===== config.mk =====
export PLATFORM = sky130hd
export DESIGN_NAME = tag_xor_challenge_auth_flat
export DESIGN_NICKNAME = d
export VERILOG_FILES = /design/src/hw/rtl/tca_pkg.sv /design/src/hw/rtl/tca_if.sv /design/src/hw/rtl/tca_csr.sv /design/src/hw/rtl/tca_engine.sv /design/src/hw/rtl/tag_xor_challenge_auth.sv /design/src/flat_wrapper.sv
export SDC_FILE = /design/constraint.sdc
export NUM_CORES = 1
export LEC_CHECK = 0
export BUFFER_PORTS_ARGS = -buffer_cell sky130_fd_sc_hd__buf_2
export CORE_MARGIN = 5
export CORE_UTILIZATION = 30
export DETAILED_ROUTE_END_ITERATION = 10
export SLEW_MARGIN = 0
export SYNTH_ARGS = -nofsm -noshare
export SYNTH_HDL_FRONTEND = slang
export SYNTH_SLANG_ARGS = --single-unit
export TNS_END_PERCENT = 50

===== constraint.sdc =====
create_clock -name clock -period 11 [get_ports clock]
set_clock_uncertainty 0.2 [all_clocks]
set_input_delay 0 -clock clock [delete_from_list [all_inputs] [get_ports clock]]
set_output_delay 0 -clock clock [all_outputs]
set_load 0.01 [all_outputs]

===== src/hw/rtl/tca_pkg.sv =====
// Package for the tag-side XOR challenge authentication block.
// Opcode and reply codes, register indexes, payload types and word helpers.
// No dependencies.
package tca_pkg;

   localparam int unsigned WordWidth   = 16;
   localparam int unsigned OpWidth     = 3;
   localparam int unsigned KindWidth   = 2;
   localparam int unsigned CountWidth  = 2;
   localparam int unsigned CsrIdxWidth = 4;
   localparam int unsigned RotWidth    = 4;
   localparam int unsigned PopWidth    = 5;

   localparam logic [WordWidth-1:0] READER_BIAS = 16'h5555;

   typedef logic [WordWidth-1:0] word_type;

   typedef enum logic [OpWidth-1:0] {
      OP_REQUEST        = 3'd0,
      OP_VERIFY         = 3'd1,
      OP_READER_CHAL    = 3'd2,
      OP_MUTUAL_REQUEST = 3'd3,
      OP_PLAIN_REQUEST  = 3'd4
   } opcode_type;

   typedef enum logic [KindWidth-1:0] {
      KIND_WORDS   = 2'd0,
      KIND_SUCCESS = 2'd1,
      KIND_FAILURE = 2'd2
   } kind_type;

   typedef enum logic [CsrIdxWidth-1:0] {
      CSR_XOR_KEY    = 4'd0,
      CSR_ADD_OFFSET = 4'd1
   } csr_idx_type;

   localparam logic [CountWidth-1:0] COUNT_NONE = 2'd0;
   localparam logic [CountWidth-1:0] COUNT_ONE  = 2'd1;
   localparam logic [CountWidth-1:0] COUNT_TWO  = 2'd2;

   typedef struct packed {
      logic [OpWidth-1:0] opcode;
      word_type           reader_word;
      word_type           fresh_random;
   } req_payload_type;

   typedef struct packed {
      logic [KindWidth-1:0]  reply_kind;
      word_type              first_word;
      word_type              second_word;
      logic [CountWidth-1:0] word_count;
   } rsp_payload_type;

   typedef struct packed {
      word_type xor_key;
      word_type add_offset;
   } key_cfg_type;

   typedef struct packed {
      logic     has_reply;
      logic     load_chal;
      word_type chal_in;
   } engine_ctl_type;

   function automatic logic [PopWidth-1:0] popcount16(input word_type v);
      logic [PopWidth-1:0] c;
      c = '0;
      for (int i = 0; i < WordWidth; i++) begin
         c = c + PopWidth'(v[i]);
      end
      return c;
   endfunction

   function automatic word_type rotl16(input word_type v, input logic [RotWidth-1:0] p);
      logic [2*WordWidth-1:0] d;
      d = {v, v} << p;
      return d[2*WordWidth-1:WordWidth];
   endfunction

endpackage


===== src/hw/rtl/tca_if.sv =====
// Handshake channel interfaces: request, response and register write.
// Depends on tca_pkg.
interface tca_req_if
   import tca_pkg::*;
();
   logic               valid;
   logic               ready;
   logic [OpWidth-1:0] opcode;
   word_type           reader_word;
   word_type           fresh_random;

   modport source (output valid, output opcode, output reader_word, output fresh_random,
                   input ready);
   modport sink   (input valid, input opcode, input reader_word, input fresh_random,
                   output ready);
endinterface

interface tca_rsp_if
   import tca_pkg::*;
();
   logic                  valid;
   logic                  ready;
   logic [KindWidth-1:0]  reply_kind;
   word_type              first_word;
   word_type              second_word;
   logic [CountWidth-1:0] word_count;

   modport source (output valid, output reply_kind, output first_word, output second_word,
                   output word_count, input ready);
   modport sink   (input valid, input reply_kind, input first_word, input second_word,
                   input word_count, output ready);
endinterface

interface tca_csr_if
   import tca_pkg::*;
();
   logic                   valid;
   logic                   ready;
   logic [CsrIdxWidth-1:0] index;
   word_type               data;

   modport source (output valid, output index, output data, input ready);
   modport sink   (input valid, input index, input data, output ready);
endinterface


===== src/hw/rtl/tca_csr.sv =====
// Key and offset registers written through the register write channel.
// Depends on tca_pkg and tca_csr_if.
module tca_csr
   import tca_pkg::*;
(
   input  logic           clock,
   input  logic           reset,
   tca_csr_if.sink        csr_chan,
   output key_cfg_type    cfg
);

   word_type key_ff, key_in;
   word_type offset_ff, offset_in;
   logic     wr;

   assign csr_chan.ready = 1'b1;
   assign wr = csr_chan.valid;

   always_comb begin
      key_in    = key_ff;
      offset_in = offset_ff;
      if (wr && csr_chan.index == CSR_XOR_KEY) begin
         key_in = csr_chan.data;
      end
      if (wr && csr_chan.index == CSR_ADD_OFFSET) begin
         offset_in = csr_chan.data;
      end
   end

   always_ff @(posedge clock) begin
      if (reset) begin
         key_ff    <= '0;
         offset_ff <= '0;
      end else begin
         key_ff    <= key_in;
         offset_ff <= offset_in;
      end
   end

   assign cfg.xor_key    = key_ff;
   assign cfg.add_offset = offset_ff;

endmodule


===== src/hw/rtl/tca_engine.sv =====
// Single-pass command evaluation: popcount, rotates, offset add and compare.
// Depends on tca_pkg.
module tca_engine
   import tca_pkg::*;
(
   input  req_payload_type  req,
   input  word_type         chal,
   input  key_cfg_type      cfg,
   output rsp_payload_type  rsp,
   output engine_ctl_type   ctl
);

   logic [PopWidth-1:0] chal_pop;
   logic [PopWidth-1:0] rdr_pop;
   logic [RotWidth-1:0] chal_rot;
   logic [RotWidth-1:0] rdr_rot;
   word_type            rdr_r;
   word_type            rdr_answer;
   word_type            masked_rnd;
   logic                verify_ok;

   assign chal_pop   = popcount16(chal);
   assign chal_rot   = chal_pop[RotWidth-1:0];
   assign verify_ok  = (rotl16(cfg.xor_key, chal_rot) + cfg.add_offset)
                       == (req.reader_word ^ rotl16(chal, chal_rot));

   assign rdr_r      = (req.reader_word ^ cfg.xor_key) - READER_BIAS;
   assign rdr_pop    = popcount16(rdr_r);
   assign rdr_rot    = rdr_pop[RotWidth-1:0];
   assign rdr_answer = rotl16(rdr_r, rdr_rot)
                       ^ (rotl16(cfg.xor_key, rdr_rot) + cfg.add_offset);

   assign masked_rnd = (req.fresh_random + cfg.add_offset) ^ cfg.xor_key;

   always_comb begin
      rsp.reply_kind  = KIND_WORDS;
      rsp.first_word  = '0;
      rsp.second_word = '0;
      rsp.word_count  = COUNT_NONE;
      ctl.has_reply   = 1'b1;
      ctl.load_chal   = 1'b0;
      ctl.chal_in     = req.fresh_random;
      unique case (opcode_type'(req.opcode))
         OP_REQUEST: begin
            rsp.first_word = masked_rnd;
            rsp.word_count = COUNT_ONE;
            ctl.load_chal  = 1'b1;
         end
         OP_VERIFY: begin
            rsp.reply_kind = verify_ok ? KIND_SUCCESS : KIND_FAILURE;
         end
         OP_READER_CHAL: begin
            rsp.first_word = rdr_answer;
            rsp.word_count = COUNT_ONE;
         end
         OP_MUTUAL_REQUEST: begin
            rsp.first_word  = rdr_answer;
            rsp.second_word = masked_rnd;
            rsp.word_count  = COUNT_TWO;
            ctl.load_chal   = 1'b1;
         end
         OP_PLAIN_REQUEST: begin
            rsp.first_word = req.fresh_random;
            rsp.word_count = COUNT_ONE;
            ctl.load_chal  = 1'b1;
         end
         default: begin
            ctl.has_reply = 1'b0;
         end
      endcase
   end

endmodule


===== src/hw/rtl/tag_xor_challenge_auth.sv =====
// Tag-side XOR challenge authentication, top level.
// A request passes the input register, then the response register, before its
// response is valid. One request per cycle unless stalled; the engine is a
// single combinational pass on 16-bit words. Unknown opcodes are dropped.
// Reset (synchronous): clears key, offset, tag challenge and both valid flags.
// Depends on tca_pkg, tca_if, tca_csr and tca_engine.
module tag_xor_challenge_auth
   import tca_pkg::*;
(
   input  logic     clock,
   input  logic     reset,
   tca_req_if.sink  req_chan,
   tca_rsp_if.source rsp_chan,
   tca_csr_if.sink  csr_chan
);

   key_cfg_type     cfg;
   req_payload_type s1_req_ff, s1_req_in;
   logic            s1_valid_ff, s1_valid_in;
   word_type        chal_ff, chal_in;
   rsp_payload_type rsp_ff, rsp_in;
   logic            rsp_valid_ff, rsp_valid_in;
   rsp_payload_type eng_rsp;
   engine_ctl_type  eng_ctl;
   logic            s1_advance;
   logic            req_take;

   tca_csr u_csr (
      .clock    (clock),
      .reset    (reset),
      .csr_chan (csr_chan),
      .cfg      (cfg)
   );

   tca_engine u_engine (
      .req  (s1_req_ff),
      .chal (chal_ff),
      .cfg  (cfg),
      .rsp  (eng_rsp),
      .ctl  (eng_ctl)
   );

   assign s1_advance     = s1_valid_ff && (!rsp_valid_ff || rsp_chan.ready);
   assign req_chan.ready = !s1_valid_ff || s1_advance;
   assign req_take       = req_chan.valid && req_chan.ready;

   always_comb begin
      s1_valid_in = s1_valid_ff;
      s1_req_in   = s1_req_ff;
      if (req_take) begin
         s1_valid_in            = 1'b1;
         s1_req_in.opcode       = req_chan.opcode;
         s1_req_in.reader_word  = req_chan.reader_word;
         s1_req_in.fresh_random = req_chan.fresh_random;
      end else if (s1_advance) begin
         s1_valid_in = 1'b0;
      end
   end

   always_comb begin
      chal_in      = chal_ff;
      rsp_in       = rsp_ff;
      rsp_valid_in = rsp_valid_ff;
      if (rsp_valid_ff && rsp_chan.ready) begin
         rsp_valid_in = 1'b0;
      end
      if (s1_advance) begin
         if (eng_ctl.load_chal) begin
            chal_in = eng_ctl.chal_in;
         end
         if (eng_ctl.has_reply) begin
            rsp_in       = eng_rsp;
            rsp_valid_in = 1'b1;
         end
      end
   end

   always_ff @(posedge clock) begin
      if (reset) begin
         s1_valid_ff  <= 1'b0;
         rsp_valid_ff <= 1'b0;
         chal_ff      <= '0;
      end else begin
         s1_valid_ff  <= s1_valid_in;
         rsp_valid_ff <= rsp_valid_in;
         chal_ff      <= chal_in;
      end
   end

   always_ff @(posedge clock) begin
      s1_req_ff <= s1_req_in;
      rsp_ff    <= rsp_in;
   end

   assign rsp_chan.valid       = rsp_valid_ff;
   assign rsp_chan.reply_kind  = rsp_ff.reply_kind;
   assign rsp_chan.first_word  = rsp_ff.first_word;
   assign rsp_chan.second_word = rsp_ff.second_word;
   assign rsp_chan.word_count  = rsp_ff.word_count;

   a_reset_clears_rsp: assert property (@(posedge clock) reset |=> !rsp_valid_ff)
      else $error("response valid after reset");

   a_stall_blocks_req: assert property (@(posedge clock) disable iff (reset)
      (s1_valid_ff && rsp_valid_ff && !rsp_chan.ready) |-> !req_chan.ready)
      else $error("request taken while pipeline stalled");

   a_kind_matches_count: assert property (@(posedge clock) disable iff (reset)
      rsp_valid_ff |-> ((rsp_ff.reply_kind == KIND_WORDS) == (rsp_ff.word_count != COUNT_NONE)))
      else $error("reply kind and word count disagree");

   a_chal_holds: assert property (@(posedge clock) disable iff (reset)
      !s1_advance |=> $stable(chal_ff))
      else $error("tag challenge changed without a command");

endmodule

===== src/flat_wrapper.sv =====
// flat-port wrapper written by rule: the top's interface ports become plain ports
module tag_xor_challenge_auth_flat import tca_pkg::*;
  (clock, reset, req_chan_valid, req_chan_opcode, req_chan_reader_word, req_chan_fresh_random, req_chan_ready, rsp_chan_valid, rsp_chan_reply_kind, rsp_chan_first_word, rsp_chan_second_word, rsp_chan_word_count, rsp_chan_ready, csr_chan_valid, csr_chan_index, csr_chan_data, csr_chan_ready);
  tca_req_if req_chan_i ();
  tca_rsp_if rsp_chan_i ();
  tca_csr_if csr_chan_i ();
  input  logic clock;
  input  logic reset;
  input wire logic [$bits(req_chan_i.valid)-1:0] req_chan_valid;
  input wire logic [$bits(req_chan_i.opcode)-1:0] req_chan_opcode;
  input wire logic [$bits(req_chan_i.reader_word)-1:0] req_chan_reader_word;
  input wire logic [$bits(req_chan_i.fresh_random)-1:0] req_chan_fresh_random;
  output wire logic [$bits(req_chan_i.ready)-1:0] req_chan_ready;
  output wire logic [$bits(rsp_chan_i.valid)-1:0] rsp_chan_valid;
  output wire logic [$bits(rsp_chan_i.reply_kind)-1:0] rsp_chan_reply_kind;
  output wire logic [$bits(rsp_chan_i.first_word)-1:0] rsp_chan_first_word;
  output wire logic [$bits(rsp_chan_i.second_word)-1:0] rsp_chan_second_word;
  output wire logic [$bits(rsp_chan_i.word_count)-1:0] rsp_chan_word_count;
  input wire logic [$bits(rsp_chan_i.ready)-1:0] rsp_chan_ready;
  input wire logic [$bits(csr_chan_i.valid)-1:0] csr_chan_valid;
  input wire logic [$bits(csr_chan_i.index)-1:0] csr_chan_index;
  input wire logic [$bits(csr_chan_i.data)-1:0] csr_chan_data;
  output wire logic [$bits(csr_chan_i.ready)-1:0] csr_chan_ready;
  assign req_chan_i.valid = req_chan_valid;
  assign req_chan_i.opcode = req_chan_opcode;
  assign req_chan_i.reader_word = req_chan_reader_word;
  assign req_chan_i.fresh_random = req_chan_fresh_random;
  assign req_chan_ready = req_chan_i.ready;
  assign rsp_chan_valid = rsp_chan_i.valid;
  assign rsp_chan_reply_kind = rsp_chan_i.reply_kind;
  assign rsp_chan_first_word = rsp_chan_i.first_word;
  assign rsp_chan_second_word = rsp_chan_i.second_word;
  assign rsp_chan_word_count = rsp_chan_i.word_count;
  assign rsp_chan_i.ready = rsp_chan_ready;
  assign csr_chan_i.valid = csr_chan_valid;
  assign csr_chan_i.index = csr_chan_index;
  assign csr_chan_i.data = csr_chan_data;
  assign csr_chan_ready = csr_chan_i.ready;
  tag_xor_challenge_auth u_core (.clock(clock), .reset(reset), .req_chan(req_chan_i), .rsp_chan(rsp_chan_i), .csr_chan(csr_chan_i));
endmodule

==> key figures <==
Clock network
  – Total setup buffers inserted after CTS: 0
  – CTS max path bufs: 2
  – CTS buffer count: 17
  – Reg clk slew, reported paths: 60 ps
  – H-Tree Level Count: 4
  – Worst skew pair latency: 450 ps
  – CTS tree: done
  – Clock tree root buffer cell: clkbuf_16
  – Clk sinks: 121

Synth
  – Share of the yosys chip area belonging to registers: 0.266
  – Synth area leaders: edfxtp_1, mux4_2, dfxtp_1
  – Synth async-reset ratio: 0
  – Synth warn: 0
  – Post-synth top area share: 0.181
  – Cell Area, Synth: 11800 um2
  – Avg Inst Size Synth: 9.74 um2
  – Post-synth EDFFs: 71
  – Synth unique cells: 90
  – Top-count cell post-synth: nand2_1
  – Synth Instances: 1210
  – Yosys top cell by area: edfxtp_1
  – Synthesis-stage register bit count: 121
  – Most instantiated cells after synthesis: nand2_1, xnor2_1, a21oi_1
  – Top_reg_cell synth: edfxtp_1
  – Post-Syn Nets: 1349

Setup path
  – Worst-path fanout max: 20
  – Delay of the slowest critical-path stage: 1090 ps
  – Startpoint Class: register
  – Crit Path Class: register to register
  – Slowest CP cell: fa_1
  – Setup slack, reg-to-reg: 1200 ps
  – Crit path arrival time: 9780 ps
  – Top cell by count, worst path: fa_1
  – Reg2reg path depth: 29
  – Req. time, crit path: 10970 ps
  – Crit end category: register
  – Reg2reg start: u_core.u_csr.key_ff[0]
  – FF-to-FF End: u_core.rsp_chan.first_word[12]

GRT
  – Number of global-route vias before repair: 9806
  – GR Util met1: 0.238
  – Initial antenna violation count: 0
  – Wire length of the first global-routing pass: 59.8 mm
  – Gr busiest metal: met2
  – GRT met2 Usage: 0.290
  – GRT Total Usage: 0.178
  – Routing usage on met3: 0.0441
  – Grt ovf: 0
  – Largest net degree at the start of global routing: 51

Floorplan
  – Placement Rows: 72
  – Core ar.: 38700 um2
  – Starting Density: 0.304
  – Chip Width: 208 um
  – Total die area: 43300 um2
  – IO Count: 99
  – Die height: 208 um

STA
  – F_max: 0.102 GHz
  – Setup TNS: 0 ps
  – Fin. max-slew vios: 0
  – Final worst path period share: 0.891
  – Clock period minus worst slack: 9800 ps
  – RSZ-0062 raised after global routing: no
  – Finish-stage setup viols: 0
  – Hold Fails Final Rpt: 0
  – Worst Tran Pin Value: 1250 ps
  – Fin Hold WS: 34.9 ps
  – Rel. slew slack: 0.162

Drt
  – Drt via density: 5.44
  – Post-route ant nets: 0
  – Wire per inst: 21.3 um
  – DRC violations left: 0
  – Iter 0 DRT Violations: 944
  – Via Count: 10.1k
  – Drt total wl: 39.6 mm
  – DR pass1 iterations: 5

Cells and area
  – Syn-to-layout area delta: 18.6%
  – Area occupied by registers: 3130 um2
  – Final #Nets: 1465
  – Multi-input logic area: 8190 um2
  – Final Core Density: 0.361
  – Layout cells sized above 1: 0.184
  – Antenna cells: 0
  – Fill count: 3916

Place
  – Dpl hpwl: 31.3 mm
  – RePlAce Congestion: 0.886
  – Port buffer count: 97

Outcome
  – Status: finished, final reports clean

Run
  – Maxcap violations: 0

Min path
  – Worst min-delay path category: primary input to register
  – Hold Path Cell Cnt: 2
  – Worst Hold End: u_core.u_csr.offset_ff[2]
  – Hold_sp: reset
repair_timing:
action,4_1_cts,5_1_grt
hold buffers,60,0
endpoints found under the hold margin,69,0
setup endpoints to repair,0,0
gates resized for setup,0,0
state kept, by name (all words and copies together) (netlist names):
| name | flops |
|---|---|
| u_core.s1_req_ff | 35 |
| u_core.chal_ff | 16 |
| u_core.rsp_chan.first_word | 16 |
| u_core.rsp_chan.second_word | 16 |
| u_core.u_csr.key_ff | 16 |
| u_core.u_csr.offset_ff | 16 |
| u_core.rsp_chan.reply_kind | 2 |
| u_core.rsp_chan.word_count | 2 |
| u_core.rsp_chan.valid | 1 |
| u_core.s1_valid_ff | 1 |
metrics by stage:
step,cell area (um2),worst slack [ps],cells
after floorplan,11800,1610,1210
after global placement,12800,1470,1765
after detailed placement,12800,1290,1765
after CTS,14000,1280,1857
after global routing,14000,711,1857
final,14000,1200,1857
layout make-up:
class / count / share of cell area
clock buffer: 17 / 0.0304
clock inverter: 15 / 0.0137
inverter: 55 / 0.0148
multi-input combinational: 961 / 0.586
sequential: 121 / 0.224
tap: 518 / 0.0464
timing repair buffer: 170 / 0.0847
routing by layer:
| layer | part of all wire | wire (um) |
|---|---|---|
| met4 | 0.024 | 953 |
| met3 | 0.079 | 3130 |
| met1 | 0.43 | 16900 |
| met2 | 0.47 | 18700 |
| met5 | 0 | 0 |
kinds of logic (layout without fill, tap and decap cells):
logic type      after synthesis  in the layout  share of synthesized area
other cells                   1              1                   0.000318
buf+inv                     128            257                     0.0435
fa+ha+maj                    79             79                     0.0979
xor+xnor                    153            153                      0.118
flops                       121            121                      0.266
mux                         150            150                      0.198
compound gates              275            275                      0.160
simple gates                303            303                      0.117
worst max-delay path: cells and delay by family, from the launching register on:
family	cells	cell delay (ps)
adder cells (fa/ha/maj)	8	3710
AO/OA/AOI/OAI	10	2380
multiplexers	2	930
XOR/XNOR	3	750
AND/OR/NAND/NOR	3	690
flip-flops	1	660
buffers and inverters	3	200
layout by cell type (no fill, tap or decap), types with 22 or more instances in the layout:
master         netlist  final
dlygate4sd3_1        0     60
xor2_1              53     50
a21oi_1             92     92
inv_1               54     54
dfxtp_1             50     50
edfxtp_1            71     71
nand3_1             24     24
buf_2                8     97
nor2_1              89     89
xnor2_1             93     90
ha_1                57     57
a21o_1              22     22
mux4_2              63     63
mux2i_1             79     79
nand2_1            106    106
how the worst max path moves through the flow:
stage / startpoint / end / slack (ps) / cells past startpoint
2_1_floorplan: u_core.s1_req_ff[17] / u_core.rsp_chan.first_word[12] / 1610 / 31
3_5_place_dp: u_core.u_csr.key_ff[1] / u_core.rsp_chan.first_word[12] / 1290 / 29
4_1_cts: u_core.u_csr.key_ff[1] / u_core.rsp_chan.first_word[12] / 1280 / 29
3_3_place_gp: u_core.u_csr.key_ff[1] / u_core.rsp_chan.first_word[12] / 1470 / 29
6_report: u_core.u_csr.key_ff[0] / u_core.rsp_chan.first_word[12] / 1200 / 29
5_1_grt: u_core.u_csr.key_ff[8] / u_core.rsp_chan.first_word[14] / 710 / 29
Power is not shown: default switching activity piles up to over one toggle a cycle in this logic, so the estimate is an artifact.
